[src/assert_macros.svh]
// assertion macros for the imu angle frame parser rtl
// no dependencies; define NO_ASSERTIONS to compile them out
`ifndef ASSERT_MACROS_SVH
`define ASSERT_MACROS_SVH
`ifndef NO_ASSERTIONS
// expression must hold at every clock edge outside reset
`define ASSERT_ALWAYS(lbl, clk, rst, expr, msg) \
   lbl: assert property (@(posedge clk) disable iff (rst) (expr)) else $error(msg);
// when ante holds, cons must hold in the next cycle
`define ASSERT_NEXT(lbl, clk, rst, ante, cons, msg) \
   lbl: assert property (@(posedge clk) disable iff (rst) (ante) |=> (cons)) else $error(msg);
`else
`define ASSERT_ALWAYS(lbl, clk, rst, expr, msg)
`define ASSERT_NEXT(lbl, clk, rst, ante, cons, msg)
`endif
`endif

[src/iafp_pkg.sv]
// shared types and constants of the imu angle frame parser
// no dependencies
package iafp_pkg;

   localparam int FRAME_LEN = 11;
   localparam int CNT_W     = $clog2(FRAME_LEN);

   localparam logic [7:0] HEADER_BYTE = 8'h55;
   localparam logic [7:0] ANGLE_TYPE  = 8'h53;

   // raw angle bytes sit at positions 2..7 of a frame
   localparam int ANGLE_FIRST = 2;
   localparam int ANGLE_BYTES = 6;

   localparam int               ANGLE_W     = 16;
   localparam int               SCALE_W     = 15;
   localparam logic [SCALE_W-1:0] SCALE_NUM = 15'd18000;
   localparam int               SCALE_SHIFT = 15;
   localparam int               PROD_W      = ANGLE_W + SCALE_W;
   localparam int               WIDE_W      = ANGLE_W + 1;

   localparam int OFFSET_W = 11;
   localparam int LIMIT_W  = 15;

   localparam int CSR_IDX_W  = 2;
   localparam int CSR_DATA_W = 15;
   localparam logic [CSR_IDX_W-1:0] CSR_ROLL_OFFSET  = 2'd0;
   localparam logic [CSR_IDX_W-1:0] CSR_PITCH_OFFSET = 2'd1;
   localparam logic [CSR_IDX_W-1:0] CSR_ROLL_LIMIT   = 2'd2;

   localparam logic signed [OFFSET_W-1:0] ROLL_OFFSET_RST  = 11'sd138;
   localparam logic signed [OFFSET_W-1:0] PITCH_OFFSET_RST = 11'sd213;
   localparam logic [LIMIT_W-1:0]         ROLL_LIMIT_RST   = 15'd4000;

   localparam int MID_DEPTH = 2;
   localparam int MID_PTR_W = $clog2(MID_DEPTH);
   localparam int MID_CNT_W = $clog2(MID_DEPTH + 1);
   localparam int OUT_DEPTH = 4;
   localparam int OUT_PTR_W = $clog2(OUT_DEPTH);
   localparam int OUT_CNT_W = $clog2(OUT_DEPTH + 1);

   typedef struct packed {
      logic [ANGLE_W-1:0] roll_raw;
      logic [ANGLE_W-1:0] pitch_raw;
      logic [ANGLE_W-1:0] yaw_raw;
   } raw_frame_type;

   typedef struct packed {
      logic signed [ANGLE_W-1:0] roll;
      logic signed [ANGLE_W-1:0] pitch;
      logic signed [ANGLE_W-1:0] yaw;
      logic                      fault;
   } result_type;

   typedef struct packed {
      logic signed [OFFSET_W-1:0] roll_offset;
      logic signed [OFFSET_W-1:0] pitch_offset;
      logic [LIMIT_W-1:0]         roll_limit;
   } cfg_type;

   typedef struct packed {
      logic full;
      logic empty;
   } queue_status_type;

   typedef struct packed {
      logic                 halted;
      logic [OUT_CNT_W-1:0] out_count;
   } back_status_type;

endpackage

[src/iafp_front.sv]
// front end: header hunt, byte counting and angle byte capture
// depends on iafp_pkg
module iafp_front (
   input  logic                    clock,
   input  logic                    reset,
   input  logic                    push,
   input  logic                    stall,
   input  logic [7:0]              rx_byte,
   output logic                    frame_valid,
   output iafp_pkg::raw_frame_type frame
);
   import iafp_pkg::*;

   localparam logic [CNT_W-1:0] LAST = CNT_W'(FRAME_LEN - 1);

   logic [CNT_W-1:0] count_ff, count_in;
   logic [7:0]       type_ff;
   logic [7:0]       angle_ff [ANGLE_BYTES];
   logic             accept;

   assign accept = push & ~stall;

   always_comb begin
      count_in = count_ff;
      if (accept) begin
         if (count_ff == '0) begin
            if (rx_byte == HEADER_BYTE) begin
               count_in = CNT_W'(1);
            end
         end else if (count_ff == LAST) begin
            count_in = '0;
         end else begin
            count_in = count_ff + CNT_W'(1);
         end
      end
   end

   always_ff @(posedge clock) begin
      if (reset) begin
         count_ff <= '0;
      end else begin
         count_ff <= count_in;
      end
   end

   // fixed slots for the type byte and the six angle bytes
   always_ff @(posedge clock) begin
      if (accept && count_ff == CNT_W'(1)) begin
         type_ff <= rx_byte;
      end
      for (int i = 0; i < ANGLE_BYTES; i++) begin
         if (accept && count_ff == CNT_W'(ANGLE_FIRST + i)) begin
            angle_ff[i] <= rx_byte;
         end
      end
   end

   assign frame_valid    = accept && count_ff == LAST && type_ff == ANGLE_TYPE;
   assign frame.roll_raw  = {angle_ff[1], angle_ff[0]};
   assign frame.pitch_raw = {angle_ff[3], angle_ff[2]};
   assign frame.yaw_raw   = {angle_ff[5], angle_ff[4]};

endmodule

[src/iafp_queue.sv]
// short queue of raw angle frames between front and back
// depends on iafp_pkg
module iafp_queue (
   input  logic                       clock,
   input  logic                       reset,
   input  logic                       push,
   input  iafp_pkg::raw_frame_type    push_data,
   input  logic                       pop,
   output iafp_pkg::raw_frame_type    head,
   output iafp_pkg::queue_status_type status
);
   import iafp_pkg::*;

   raw_frame_type        slot_ff [MID_DEPTH];
   logic [MID_PTR_W-1:0] wptr_ff, rptr_ff;
   logic [MID_CNT_W-1:0] count_ff;
   logic                 do_push, do_pop;

   assign status.full  = count_ff == MID_CNT_W'(MID_DEPTH);
   assign status.empty = count_ff == '0;
   assign do_push      = push & ~status.full;
   assign do_pop       = pop & ~status.empty;
   assign head         = slot_ff[rptr_ff];

   always_ff @(posedge clock) begin
      if (do_push) begin
         slot_ff[wptr_ff] <= push_data;
      end
   end

   always_ff @(posedge clock) begin
      if (reset) begin
         wptr_ff  <= '0;
         rptr_ff  <= '0;
         count_ff <= '0;
      end else begin
         if (do_push) begin
            wptr_ff <= wptr_ff + MID_PTR_W'(1);
         end
         if (do_pop) begin
            rptr_ff <= rptr_ff + MID_PTR_W'(1);
         end
         count_ff <= count_ff + MID_CNT_W'(do_push) - MID_CNT_W'(do_pop);
      end
   end

endmodule

[src/iafp_back.sv]
// back end: angle scaling, offsets, roll limit check and result queue
// depends on iafp_pkg
module iafp_back (
   input  logic                      clock,
   input  logic                      reset,
   input  iafp_pkg::cfg_type         cfg,
   input  logic                      frame_ready,
   input  iafp_pkg::raw_frame_type   frame,
   output logic                      frame_take,
   input  logic                      res_pop,
   output logic                      res_empty,
   output iafp_pkg::result_type      res,
   output iafp_pkg::back_status_type status
);
   import iafp_pkg::*;

   // floor(raw * 18000 / 32768) biased by +18000
   function automatic logic [ANGLE_W-1:0] scale_biased(input logic [ANGLE_W-1:0] raw);
      logic [PROD_W-1:0] prod;
      prod = PROD_W'(raw ^ {1'b1, {(ANGLE_W-1){1'b0}}}) * PROD_W'(SCALE_NUM);
      return prod[PROD_W-1:SCALE_SHIFT];
   endfunction

   localparam logic signed [WIDE_W-1:0] UNBIAS = WIDE_W'(SCALE_NUM);

   logic               s1_valid_ff;
   logic [ANGLE_W-1:0] s1_roll_ff, s1_pitch_ff, s1_yaw_ff;
   logic               halted_ff;

   logic [OUT_CNT_W:0]  inflight;
   logic signed [WIDE_W-1:0] roll_w, pitch_w, yaw_w;
   logic signed [ANGLE_W-1:0] roll_s;
   logic [ANGLE_W-1:0]  mag;
   result_type          res_in;
   logic                res_push, do_pop;

   result_type           out_ff [OUT_DEPTH];
   logic [OUT_PTR_W-1:0] wptr_ff, rptr_ff;
   logic [OUT_CNT_W-1:0] count_ff;

   // only take a frame when its result is sure to find room
   assign inflight   = {1'b0, count_ff} + (OUT_CNT_W + 1)'(s1_valid_ff);
   assign frame_take = frame_ready && inflight < (OUT_CNT_W + 1)'(OUT_DEPTH);

   always_ff @(posedge clock) begin
      if (reset) begin
         s1_valid_ff <= 1'b0;
      end else begin
         s1_valid_ff <= frame_take;
      end
   end

   always_ff @(posedge clock) begin
      if (frame_take) begin
         s1_roll_ff  <= scale_biased(frame.roll_raw);
         s1_pitch_ff <= scale_biased(frame.pitch_raw);
         s1_yaw_ff   <= scale_biased(frame.yaw_raw);
      end
   end

   always_comb begin
      roll_w  = signed'({1'b0, s1_roll_ff}) - UNBIAS
              - WIDE_W'(cfg.roll_offset);
      pitch_w = signed'({1'b0, s1_pitch_ff}) - UNBIAS
              - WIDE_W'(cfg.pitch_offset);
      yaw_w   = signed'({1'b0, s1_yaw_ff}) - UNBIAS;
      roll_s  = roll_w[ANGLE_W-1:0];
      mag     = roll_s[ANGLE_W-1] ? ANGLE_W'(-roll_s) : ANGLE_W'(roll_s);
      res_in.roll  = roll_w[ANGLE_W-1:0];
      res_in.pitch = pitch_w[ANGLE_W-1:0];
      res_in.yaw   = yaw_w[ANGLE_W-1:0];
      res_in.fault = mag >= ANGLE_W'(cfg.roll_limit);
   end

   // once halted every later frame is dropped
   assign res_push = s1_valid_ff & ~halted_ff;

   always_ff @(posedge clock) begin
      if (reset) begin
         halted_ff <= 1'b0;
      end else if (res_push && res_in.fault) begin
         halted_ff <= 1'b1;
      end
   end

   assign res_empty = count_ff == '0;
   assign do_pop    = res_pop & ~res_empty;
   assign res       = out_ff[rptr_ff];

   always_ff @(posedge clock) begin
      if (res_push) begin
         out_ff[wptr_ff] <= res_in;
      end
   end

   always_ff @(posedge clock) begin
      if (reset) begin
         wptr_ff  <= '0;
         rptr_ff  <= '0;
         count_ff <= '0;
      end else begin
         if (res_push) begin
            wptr_ff <= wptr_ff + OUT_PTR_W'(1);
         end
         if (do_pop) begin
            rptr_ff <= rptr_ff + OUT_PTR_W'(1);
         end
         count_ff <= count_ff + OUT_CNT_W'(res_push) - OUT_CNT_W'(do_pop);
      end
   end

   assign status.halted    = halted_ff;
   assign status.out_count = count_ff;

endmodule

[src/imu_angle_frame_parser.sv]
// imu angle frame parser, top level
// depends on iafp_pkg, iafp_front, iafp_queue, iafp_back and assert_macros.svh
//
// usage:
// - byte channel: push a serial byte on req_rx_byte with req_push; a beat is taken
//   at a clock edge with req_push high and req_full low. one byte per cycle while req_full is low.
// - bytes outside a frame other than the 0x55 header are dropped; from the header
//   on, 11-byte frames are gathered. an angle frame (type 0x53) yields one result
//   beat; other frame types yield nothing. the checksum is not checked.
// - result channel: while rsp_empty is low the oldest result is on rsp_roll,
//   rsp_pitch, rsp_yaw and rsp_fault; rsp_pop high takes it.
// - path: the frame queue is written at the edge that takes the frame's last byte;
//   the frame then passes the multiplier stage and is written to the result queue.
// - throughput: one byte per cycle; the front frame queue and a four-entry result
//   queue let bytes keep flowing while the receiver stalls. req_full rises only
//   when results back up through both queues.
// - fault: when |roll| reaches roll_limit the result carries rsp_fault = 1 and the
//   block halts; later bytes are taken and discarded until reset.
// - csr: csr_we writes csr_wdata to register csr_index (0 roll offset, 1 pitch
//   offset, 2 roll limit) at once; write only while idle.
// - reset: synchronous, clears frame state, queues and the fault; registers go to
//   138, 213 and 4000. no clearing pass.
`include "assert_macros.svh"

module imu_angle_frame_parser (
   input  logic                                clock,
   input  logic                                reset,
   input  logic                                req_push,
   output logic                                req_full,
   input  logic [7:0]                          req_rx_byte,
   output logic                                rsp_empty,
   input  logic                                rsp_pop,
   output logic signed [iafp_pkg::ANGLE_W-1:0] rsp_roll,
   output logic signed [iafp_pkg::ANGLE_W-1:0] rsp_pitch,
   output logic signed [iafp_pkg::ANGLE_W-1:0] rsp_yaw,
   output logic                                rsp_fault,
   input  logic                                csr_we,
   input  logic [iafp_pkg::CSR_IDX_W-1:0]      csr_index,
   input  logic [iafp_pkg::CSR_DATA_W-1:0]     csr_wdata
);
   import iafp_pkg::*;

   // configuration registers
   logic signed [OFFSET_W-1:0] roll_offset_ff;
   logic signed [OFFSET_W-1:0] pitch_offset_ff;
   logic [LIMIT_W-1:0]         roll_limit_ff;
   cfg_type                    cfg;

   // front to queue
   logic             frame_valid;
   raw_frame_type    front_frame;

   // queue to back
   raw_frame_type    mid_head;
   queue_status_type mid_status;
   logic             frame_take;

   // back status and result head
   back_status_type  back_status;
   result_type       res;

   always_ff @(posedge clock) begin
      if (reset) begin
         roll_offset_ff  <= ROLL_OFFSET_RST;
         pitch_offset_ff <= PITCH_OFFSET_RST;
         roll_limit_ff   <= ROLL_LIMIT_RST;
      end else if (csr_we) begin
         case (csr_index)
            CSR_ROLL_OFFSET: begin
               roll_offset_ff <= csr_wdata[OFFSET_W-1:0];
            end
            CSR_PITCH_OFFSET: begin
               pitch_offset_ff <= csr_wdata[OFFSET_W-1:0];
            end
            CSR_ROLL_LIMIT: begin
               roll_limit_ff <= csr_wdata[LIMIT_W-1:0];
            end
            default: begin
               // unmapped index, write dropped
            end
         endcase
      end
   end

   assign cfg.roll_offset  = roll_offset_ff;
   assign cfg.pitch_offset = pitch_offset_ff;
   assign cfg.roll_limit   = roll_limit_ff;

   // byte beats stall only when the frame queue is full
   assign req_full = mid_status.full;

   iafp_front u_front (
      .clock       (clock),
      .reset       (reset),
      .push        (req_push),
      .stall       (mid_status.full),
      .rx_byte     (req_rx_byte),
      .frame_valid (frame_valid),
      .frame       (front_frame)
   );

   iafp_queue u_queue (
      .clock     (clock),
      .reset     (reset),
      .push      (frame_valid),
      .push_data (front_frame),
      .pop       (frame_take),
      .head      (mid_head),
      .status    (mid_status)
   );

   iafp_back u_back (
      .clock       (clock),
      .reset       (reset),
      .cfg         (cfg),
      .frame_ready (~mid_status.empty),
      .frame       (mid_head),
      .frame_take  (frame_take),
      .res_pop     (rsp_pop),
      .res_empty   (rsp_empty),
      .res         (res),
      .status      (back_status)
   );

   assign rsp_roll  = res.roll;
   assign rsp_pitch = res.pitch;
   assign rsp_yaw   = res.yaw;
   assign rsp_fault = res.fault;

   // a fault result is the last one ever queued
   `ASSERT_NEXT(a_fault_last, clock, reset, rsp_pop && !rsp_empty && rsp_fault, rsp_empty, "result after fault")
   // halt is sticky until reset
   `ASSERT_NEXT(a_halt_sticky, clock, reset, back_status.halted, back_status.halted, "halt dropped")
   // the front never completes a frame into a full queue
   `ASSERT_ALWAYS(a_mid_no_overflow, clock, reset, !(frame_valid && mid_status.full), "frame queue overflow")
   // result queue credit keeps its count within depth
   `ASSERT_ALWAYS(a_out_bound, clock, reset, back_status.out_count <= OUT_CNT_W'(OUT_DEPTH), "result queue overflow")

endmodule
[config.mk]
export PLATFORM = sky130hd
export DESIGN_NAME = imu_angle_frame_parser
export DESIGN_NICKNAME = d
export VERILOG_FILES = /design/src/iafp_pkg.sv /design/src/iafp_front.sv /design/src/iafp_queue.sv /design/src/iafp_back.sv /design/src/imu_angle_frame_parser.sv
export VERILOG_INCLUDE_DIRS = /design/src /design/src/src
export SDC_FILE = /design/constraint.sdc
export NUM_CORES = 1
export LEC_CHECK = 0
export BUFFER_PORTS_ARGS = -buffer_cell sky130_fd_sc_hd__buf_2
export CAP_MARGIN = 20
export CORE_MARGIN = 10
export CORE_UTILIZATION = 30
export DETAILED_ROUTE_END_ITERATION = 10
export GPL_TIMING_DRIVEN = 0
export SLEW_MARGIN = 30
export SYNTH_ARGS = -nofsm -noshare
export SYNTH_HDL_FRONTEND = slang
export SYNTH_SLANG_ARGS = --single-unit
[constraint.sdc]
create_clock -name clock -period 7.9 [get_ports clock]
set_clock_uncertainty 0.2 [all_clocks]
set_input_delay 1.58 -clock clock [delete_from_list [all_inputs] [get_ports clock]]
set_output_delay 1.58 -clock clock [all_outputs]
set_load 0.01 [all_outputs]
Word-level counts from Yosys, hierarchy flattened
Memories as Yosys holds them, arrays and structs flattened. A register that Yosys moved wholly into a read port is not among the register bits.
Cells that the tools add are included.

storage, ports and cells
  register bits = 110
  memory bits (writable) = 340
  output and inout port bits = 51
  memories kept = 3

memory list
  name              words  width  read ports  clocked after Yosys merged registers in  wr ports  line              text
  u_back.out_ff     4      49     1           1                                        1         iafp_back.sv:37   result_type out_ff [OUT_DEPTH];
  u_queue.slot_ff   2      48     1           1                                        1         iafp_queue.sv:14  raw_frame_type slot_ff [MID_DEPTH];
  u_front.angle_ff  6      8      6           0                                        1         iafp_front.sv:18  logic [7:0] angle_ff [ANGLE_BYTES];

cells by class
  add/subtract/negate cells = 16
  multiply operators = 3
  order comparisons = 2
  eq/ne operators = 14
  mux-type cells = 39
  bitwise gates (word level) = 12
  reduce and logical (&&, ||, !) cells = 24

operators by type and width
  cell                    number
  $mul 16x11->27 const B  3
  $sub 16x15->16 const B  3
  $mux 8                  5
  $reduce_or 8->1         5
  $sub 16x11->16          2
  $mux 1                  23
  $eq 4x3->1 const B      4
  $eq 8x7->1 const B      2
  $ge 16x15->1            1
  $mux 16                 1
  $neg 16->16             1
  $mux 3                  5
  $mux 4                  3
  $logic_and 1x1->1       11
  $eq 4x2->1 const B      2
  $reduce_and 2->1        4
  $not 1->1               7
  $and 1x1->1             5
  $add 2x1->2 const B     2
  $add 3x1->4             1
  $add 4x1->4 const B     1
  $eq 2x2->1 const B      2
  $eq 4x1->1 const B      1
  $eq 4x4->1 const B      1
  other kinds (12)        15

Logic depth before layout (Yosys ltp)
Gate-level depths: netlist of the first run.

  depth in word-level cells = 12
  gate-level depth with buffers = 23

Modules after synthesis
Synthesis of the first run repeated with hierarchy kept, for this count alone.

second synthesis, totals
  cell total of the unflattened synthesis = 2,007
  area, all modules = 26,724.4 um^2

modules (own cells, without submodules)
  module                  times used  cells each  area an instance (um^2)
  iafp_back               1           1,581       19,464.9
  iafp_queue              1           176         3,697.3
  iafp_front              1           98          2,029.4
  imu_angle_frame_parser  1           152         1,532.7

Worst setup path after synthesis of the first run
No wires, ideal clock.

  path kind = flip-flop to flip-flop
  start point = register with a tool-made name
  end point = register u_back.s1_roll_ff[14] (data pin)
  setup time = 259 ps
  arrival = 5,605 ps
  path slack = 1,835 ps
  stages on the path, launching flop included = 22
  period minus slack after synthesis = 6,065 ps
  path through = dfxtp_1 buf_2 clkbuf_1 clkbuf_1 mux2i_1 inv_1 ha_1 ha_1 fa_1 inv_1 fa_1 fa_1 inv_1 ha_1 nand3_1 a31oi_1 a211o_1 a22o_1 a211oi_1 o31ai_1 a21oi_1 xnor2_1

RTL lines
  element               line             text
  to (signal assigned)  iafp_back.sv:55  s1_roll_ff <= scale_biased(frame.roll_raw);
  to (decl)             iafp_back.sv:27  logic [ANGLE_W-1:0] s1_roll_ff, s1_pitch_ff, s1_yaw_ff;

==> results.md, run 1 <==
- Status: complete, no violations
- DIE AREA: ~100000 um^2
- DR DRC count: 0
- CP max-delay cell: fa_1
- Synth Area in Compound Gates: 5.70%
- Pre-CTS setup slack: 0.552 ns
- Initial Util: between 30 and 40%
- CTS tree: yes
- Flops & latches, synth: between 400 and 500
- Post-synthesis mux area share: 6.13%
- TritonCTS Buffers: 46
- Adder and majority cell fraction of the synthesized area: 24.8%
- Top-count cell post-synth: edfxtp_1
- Die Y: between 300 and 400 um
- CTS resizes: 0
- Setup_tns: 0 ns
- Largest net degree at the start of global routing: 46
- Hold Crit Start: u_front.angle_ff[3][0]$_DFFE_PP_
- Cell Area, Synth: 26600 um^2
- H-tree depth: 2
- Share of cells above drive strength 1: 13.8%
- Number of global-route vias before repair: 16302
- Max-slew headroom: 33.0%
- Main combinational cell family by area after synthesis: adder cells
- Worst EP arrival: ~7 ns
- Cell accounting for the most synthesized area: edfxtp_1
- Grt total ovfl: 0
- Shortest period the worst path allows: 6.89 ns
- Slowest stage delay, CP: 0.55 ns
- Mapped Cells: 2022
- Syn-to-layout area delta: 13.7%
- Core region area: around 90000 um^2
- WP data required: 8.02 ns
- Library cells used by synthesis: 80
- Final Hold Viols: 0
- Cell count after placement: 3276
- Drt pass-1 iters: 5
- Crit start category: register
- Main area contributors after synthesis: edfxtp_1 (45%), ha_1 (17%), fa_1 (7.4%), inv_1 (4.9%), dfxtp_1 (4.3%)
- Antenna viol nets, final: 0
- Die X: 318 um
- Synth warn: 0
- # diodes: 0
- Maximum VDD drop: 149 uV
- RSZ-0062 raised after global routing: false
- Nets: between 2000 and 3000
- DRT Wirelength: 52500 um
- Vias: 15191
- Xor and xnor area share after synthesis: 3.26%
- Ys flop type: edfxtp_1
- Initial DRC count: about 700
- LEAKAGE: 12.4 nW
- I/O pins: 81
- Period utilization: 87.2%
- Skew-Pair Late Insertion Delay: around 0.57 ns
- Total track usage: 10.4%
- CTS Hold Bufs: 0
- Post-synth ARST share: 0%
- Slew Viols, Final: 0
- Bufs on Longest Clock Path: 3
- Worst-path clk slew: 0.06 ns
- Root Driver: clkbuf_16
- Maximum clock rate: 145 MHz
- Antenna violations before repair: 8
- Max_cap viols: 0
- Routed len/inst: 15.6 um
- Seq/Total Area, Yosys: 48.9%
- Tightest Hold Check Type: register to register
- Buf/Inv on CP: 7
- CP Class: register to register
- Global-route wire length before repair: 85700 um
- IO buf count: 79
- Post-synth top area share: 44.6%
- Simple-gate share of the synthesized area: 5.80%
- Worst path cell trace: buf_2, clkbuf_1, clkbuf_1, buf_8, mux2i_1, inv_1, ha_1, ha_1, fa_1, inv_1, fa_1, fa_1, inv_1, ha_1, nand3_1, nor2_1, nand3_1, a21oi_1, a211oi_1, o31ai_1, a21oi_1, xnor2_1
- Layout fillers: 8461
- RePlAce Congestion: 0.811
- Routed vias/inst: 4.52
- Crit path capture type: register
- Clock Sinks: around 450
- Post-CTS Setup Bufs: 0
- Stages on worst setup path: 22
- Most instantiated cells after synthesis: edfxtp_1 (396), ha_1 (369), inv_1 (347)
- FF-to-FF path depth: 22
- Syn Nets: 2520
- Hold depth: 0
- Number of flops mapped to enable cells by yosys: 396
- Cell family with the largest share of critical-path delay: adder cells
- Pwr/cell area: 179 nW/um^2
- Final setup viols: 0
- Post-Layout Cell Count: between 3000 and 4000
- Fin worst setup slack: 1.01 ns
- Post-Syn Area per Cell: 13.2 um^2
- Top fanout value on the critical path: 10
- Core Rows: approximately 110
- Hold Slack: 0.245 ns
- HPWL Detailed: 40700 um
- Worst-Margin Slew: between 1 and 1.5 ns
per-layer routing:
metal / part of all wire (%) / GRT usage (%)
met4: 3.0 / 3.53
met3: 4.2 / 1.94
met1: 43 / 12.4
met5: 0.20 / 0
met2: 49 / 18.5
cells by family after synthesis:
group / count (synthesis)
xor gates and xnor gates: 96
buffers and inverters: 382
AOI/OAI and AO/OA: 227
and+or+nand+nor: 299
adders and majority gates: 468
muxes: 97
DFF: 453
cell type report:
cell class,count,area [um^2],share of cell area [%]
Sequential cell,453,13000,43.0
Tap cell,1165,1460,4.81
Buffer,34,134,0.442
Clock buffer,51,1200,3.97
Clock inverter,32,294,0.971
Timing Repair Buffer,90,633,2.09
Multi-Input combinational cell,1187,12200,40.4
Inverter,348,1310,4.31
sequential cells by signal, indices dropped and copies added, names as in the netlist, 2 cells and up, named ones only:
signal,count
u_back.out_ff,196
u_queue.slot_ff,96
u_front.angle_ff,48
u_back.s1_pitch_ff,16
u_back.s1_roll_ff,16
u_back.s1_yaw_ff,16
roll_limit_ff,15
pitch_offset_ff,11
roll_offset_ff,11
u_front.type_ff,8
u_front.count_ff,4
u_back.count_ff,3
u_back.rptr_ff,2
u_back.wptr_ff,2
u_queue.count_ff,2
worst paths after layout:
kind	slack [ns]	to
hold reg to reg	0.25	u_queue.slot_ff[0][24]$_DFFE_PP_
setup / recovery	1.01	u_back.s1_roll_ff[14]$_DFFE_PP_
setup reg to reg	1.01	u_back.s1_roll_ff[14]$_DFFE_PP_
hold / removal	0.25	u_queue.slot_ff[0][24]$_DFFE_PP_
where the power goes:
part	total (W)	switching, W	internal, W	leakage (nW)
clock	0.00212	0.000940	0.00118	0.702
combinational	0.000670	0.000366	0.000304	7.65
sequential	0.00263	0.0000177	0.00261	4.02
total	0.00542	0.00132	0.00410	12.4
metrics by stage:
stage / total power, W / util, % / instance area [um^2]
CTS: 0.00552 / 34.3 / 30300
finish: 0.00542 / 34.3 / 30300
floorplan: 0.00313 / - / 26600
global placement: 0.00337 / 32.3 / 28500
global route: 0.00564 / 34.3 / 30300
detailed placement: 0.00338 / 32.6 / 28800
placed cells by master, fill, tap and decap left out, drive strengths merged, types with 11 or more instances in the layout:
| master | count |
|---|---|
| xnor2 | 67 |
| a21oi | 85 |
| dfxtp | 57 |
| ha | 369 |
| mux2 | 39 |
| a211o | 12 |
| mux4 | 49 |
| fa | 99 |
| a21o | 21 |
| clkinv | 19 |
| nor2b | 20 |
| nand2 | 95 |
| inv | 350 |
| buf | 99 |
| nor2 | 56 |
| o21ai | 33 |
| nand3 | 26 |
| and3 | 11 |
| nand3b | 12 |
| clkbuf | 76 |
| nor3 | 13 |
| edfxtp | 396 |
| nand4 | 11 |
| xor2 | 29 |
No activity file was read; power rests on OpenSTA's default activity.
==> run 2, diff against run 1 <==
--- a/config.mk
+++ b/config.mk
@@ -8,10 +8,13 @@
 export LEC_CHECK = 0
 export BUFFER_PORTS_ARGS = -buffer_cell sky130_fd_sc_hd__buf_2
 export CAP_MARGIN = 20
+export CELL_PAD_IN_SITES_DETAIL_PLACEMENT = 2
+export CELL_PAD_IN_SITES_GLOBAL_PLACEMENT = 2
 export CORE_MARGIN = 10
 export CORE_UTILIZATION = 30
 export DETAILED_ROUTE_END_ITERATION = 10
 export GPL_TIMING_DRIVEN = 0
+export PLACE_DENSITY_LB_ADDON = 0.1
 export SLEW_MARGIN = 30
 export SYNTH_ARGS = -nofsm -noshare
 export SYNTH_HDL_FRONTEND = slang
==> results.md, run 2 (synthesis gave the netlist of run 1 again) <==
- RePlAce Congestion: 0.735 (-9.4%)
- Antenna viol nets, final: 0 (unchanged)
- Skew-Pair Late Insertion Delay: 0.62 ns (+0.05 ns)
- Period utilization: 89.1% (+1.9 points)
- WP data required: 8.05 ns (+0.03 ns)
- FF-to-FF path depth: 21 (-4.5%)
- CP Class: register to register
- Top fanout value on the critical path: 10 (unchanged)
- Most common cell after layout, fill and taps aside: edfxtp_1
- Clock Power Share: 43.9% (+4.8 points)
- Vias: 15543 (+2.3%)
- Largest net degree at the start of global routing: 43 (-6.5%)
- Core Rows: 109 (unchanged)
- Hold Slack: 0.242 ns (-0.00281 ns)
- Slowest stage delay, CP: 0.58 ns (+0.03 ns)
- H-tree depth: 2 (unchanged)
- Pwr/cell area: 194 nW/um^2 (+8.1%)
- LEAKAGE: 12.6 nW (+1.5%)
- Commonest cells after routing, fill and taps aside: edfxtp_1 (396), ha_1 (369), inv_1 (347)
- Initial Util: 30.2% (unchanged)
- Clock Sinks: 453 (unchanged)
- Most flops, register: u_back.out_ff
- Design Power: 0.00592 W (+9.1%)
- Initial DRC count: 586 (-17%)
- DIE AREA: 101000 um^2 (unchanged)
- Nets: 2664 (+0.23%)
- Share of cells above drive strength 1: 14.0% (+0.23 points)
- Seq pwr share: 44.5% (-4.0 points)
- Post-CTS Setup Bufs: 0 (unchanged)
- Max_cap viols: 0 (unchanged)
- Setup_tns: 0 ns (unchanged)
- HPWL Detailed: 50700 um (+24%)
- Max-slew headroom: 34.8% (+1.8 points)
- CP max-delay cell: fa_1
- RSZ-0062 raised after global routing: false
- Global-route wire length before repair: 104000 um (+21%)
- Crit path capture type: register
- Bufs on Longest Clock Path: 3 (unchanged)
- Comb power frac: 11.6% (-0.8 points)
- Switching portion of total power: 23.7% (-0.73 points)
- Worst-path clk slew: 0.06 ns (about the same)
- Crit start category: register
- Worst path cell trace: buf_2, clkbuf_1, clkbuf_2, mux2i_1, inv_1, ha_1, ha_1, fa_1, inv_1, fa_1, fa_1, inv_1, ha_1, nand3_1, nor2_1, nand3_1, a21oi_1, a211oi_1, o31ai_1, a21oi_1, xnor2_1
- # diodes: 0 (unchanged)
- Register area: 13000 um^2 (unchanged)
- TritonCTS Buffers: 53 (+15%)
- Switching pwr: 0.00140 W (+5.8%)
- Syn-to-layout area delta: 14.8%
- Routed len/inst: 19.3 um (+24%)
- Final Hold Viols: 0 (unchanged)
- Core region area: 88200 um^2 (unchanged)
- CTS Hold Bufs: 0 (unchanged)
- Shortest period the worst path allows: 7.04 ns (+0.151 ns)
- Max FFs per register: 196 (unchanged)
- CTS tree: yes
- Total track usage: 13.0% (+2.6 points)
- Slew Viols, Final: 0 (unchanged)
- Worst EP arrival: 7.19 ns (+0.18 ns)
- Die X: 318 um (unchanged)
- Drt pass-1 iters: 6 (+1)
- Total internal power: 0.00452 W (+10%)
- Maximum clock rate: 142 MHz (-2.1%)
- Maximum VDD drop: 175 uV (+17%)
- CTS resizes: 0 (unchanged)
- Hold depth: 0 (unchanged)
- DRT Wirelength: 65100 um (+24%)
- Antenna violations before repair: 2 (-6)
- Worst-Margin Slew: 0.950 ns (-0.0541 ns)
- IO buf count: 79 (unchanged)
- Area of the multi-input gates: 12200 um^2 (unchanged)
- Die Y: 318 um (unchanged)
- Biggest regs: u_back.out_ff x196, u_queue.slot_ff x96, u_front.angle_ff x48
- Tightest Hold Check Type: register to register
- Grt total ovfl: 0 (unchanged)
- Layout fillers: 9067 (+7.2%)
- DR DRC count: 0 (unchanged)
- Routed vias/inst: 4.62 (+2.1%)
- Number of global-route vias before repair: 17862 (+9.6%)
- Final setup viols: 0 (unchanged)
- Root Driver: clkbuf_16
- I/O pins: 81 (unchanged)
- Status: complete, no violations
[run 2: changes by cell type in the layout (fill, tap and decap cells not counted), moves of 4 or more]
| cell | before | now |
|---|---|---|
| clkinv_2 | 4 | 8 |
| clkbuf_16 | 47 | 53 |
| buf_16 | 7 | 3 |
| clkinvlp_4 | 9 | 1 |
| bufinv_16 | 2 | 11 |
| clkbuf_2 | 1 | 5 |
| buf_12 | 1 | 5 |
| clkinv_4 | 7 | 1 |
[run 2: layout make-up]
| cell class | count | share of cell area, % |
|---|---|---|
| Timing Repair Buffer | 89 | 1.92 |
| Tap cell | 1165 | 4.77 |
| Clock buffer | 60 | 4.46 |
| Sequential cell | 453 | 42.6 |
| Inverter | 348 | 4.27 |
| Multi-Input combinational cell | 1187 | 40.0 |
| Clock inverter | 31 | 1.51 |
| Buffer | 34 | 0.454 |
[run 2: power groups by stage]
stage | Clock [W] | Combinational (W) | Sequential [W]
2_1_floorplan | 0 | 0.000459 | 0.00268
3_3_place_gp | 0 | 0.000701 | 0.00268
3_5_place_dp | 0 | 0.000714 | 0.00269
4_1_cts | 0.00269 | 0.000718 | 0.00263
5_1_grt | 0.00278 | 0.000767 | 0.00264
6_report | 0.00260 | 0.000686 | 0.00263
[run 2: routing by layer]
metal	global-route usage (%)	part of all wire, %	vias to the layer above	wire length (um)
li1	-	-	7470	-
met1	16.8	47	7829	30300
met2	22.5	48	166	31500
met3	1.79	2.8	76	1850
met4	3.23	2.1	2	1400
met5	0	0.012	-	8
[run 2: per-stage QoR]
step	util, %	cell area, um^2	worst slack, ns	cells
5_1_grt	34.6	30600	0.339	3367
3_5_place_dp	32.6	28700	0.363	3276
6_report	34.6	30600	0.861	3367
4_1_cts	34.6	30600	0.322	3367
3_3_place_gp	32.3	28500	0.495	3266
2_1_floorplan	-	26600	1.84	2022
[run 2: final timing paths]
check / end / startpoint / slack, ns
min reg2reg: u_queue.slot_ff[0][45]$_DFFE_PP_ / u_front.angle_ff[1][5]$_DFFE_PP_ / 0.24
max reg2reg: u_back.s1_roll_ff[14]$_DFFE_PP_ / register / 0.86
min: u_queue.slot_ff[0][45]$_DFFE_PP_ / u_front.angle_ff[1][5]$_DFFE_PP_ / 0.24
max: u_back.s1_roll_ff[14]$_DFFE_PP_ / register / 0.86
[run 2: worst max-delay path, delay by kind of cell (launching register included)]
family / cells / cell delay [ns]
xor+xnor: 1 / 0.14
compound gates: 4 / 1.12
flops: 1 / 0.31
simple gates: 3 / 0.41
mux: 1 / 0.42
buf+inv: 6 / 1.59
fa+ha+maj: 6 / 2.61
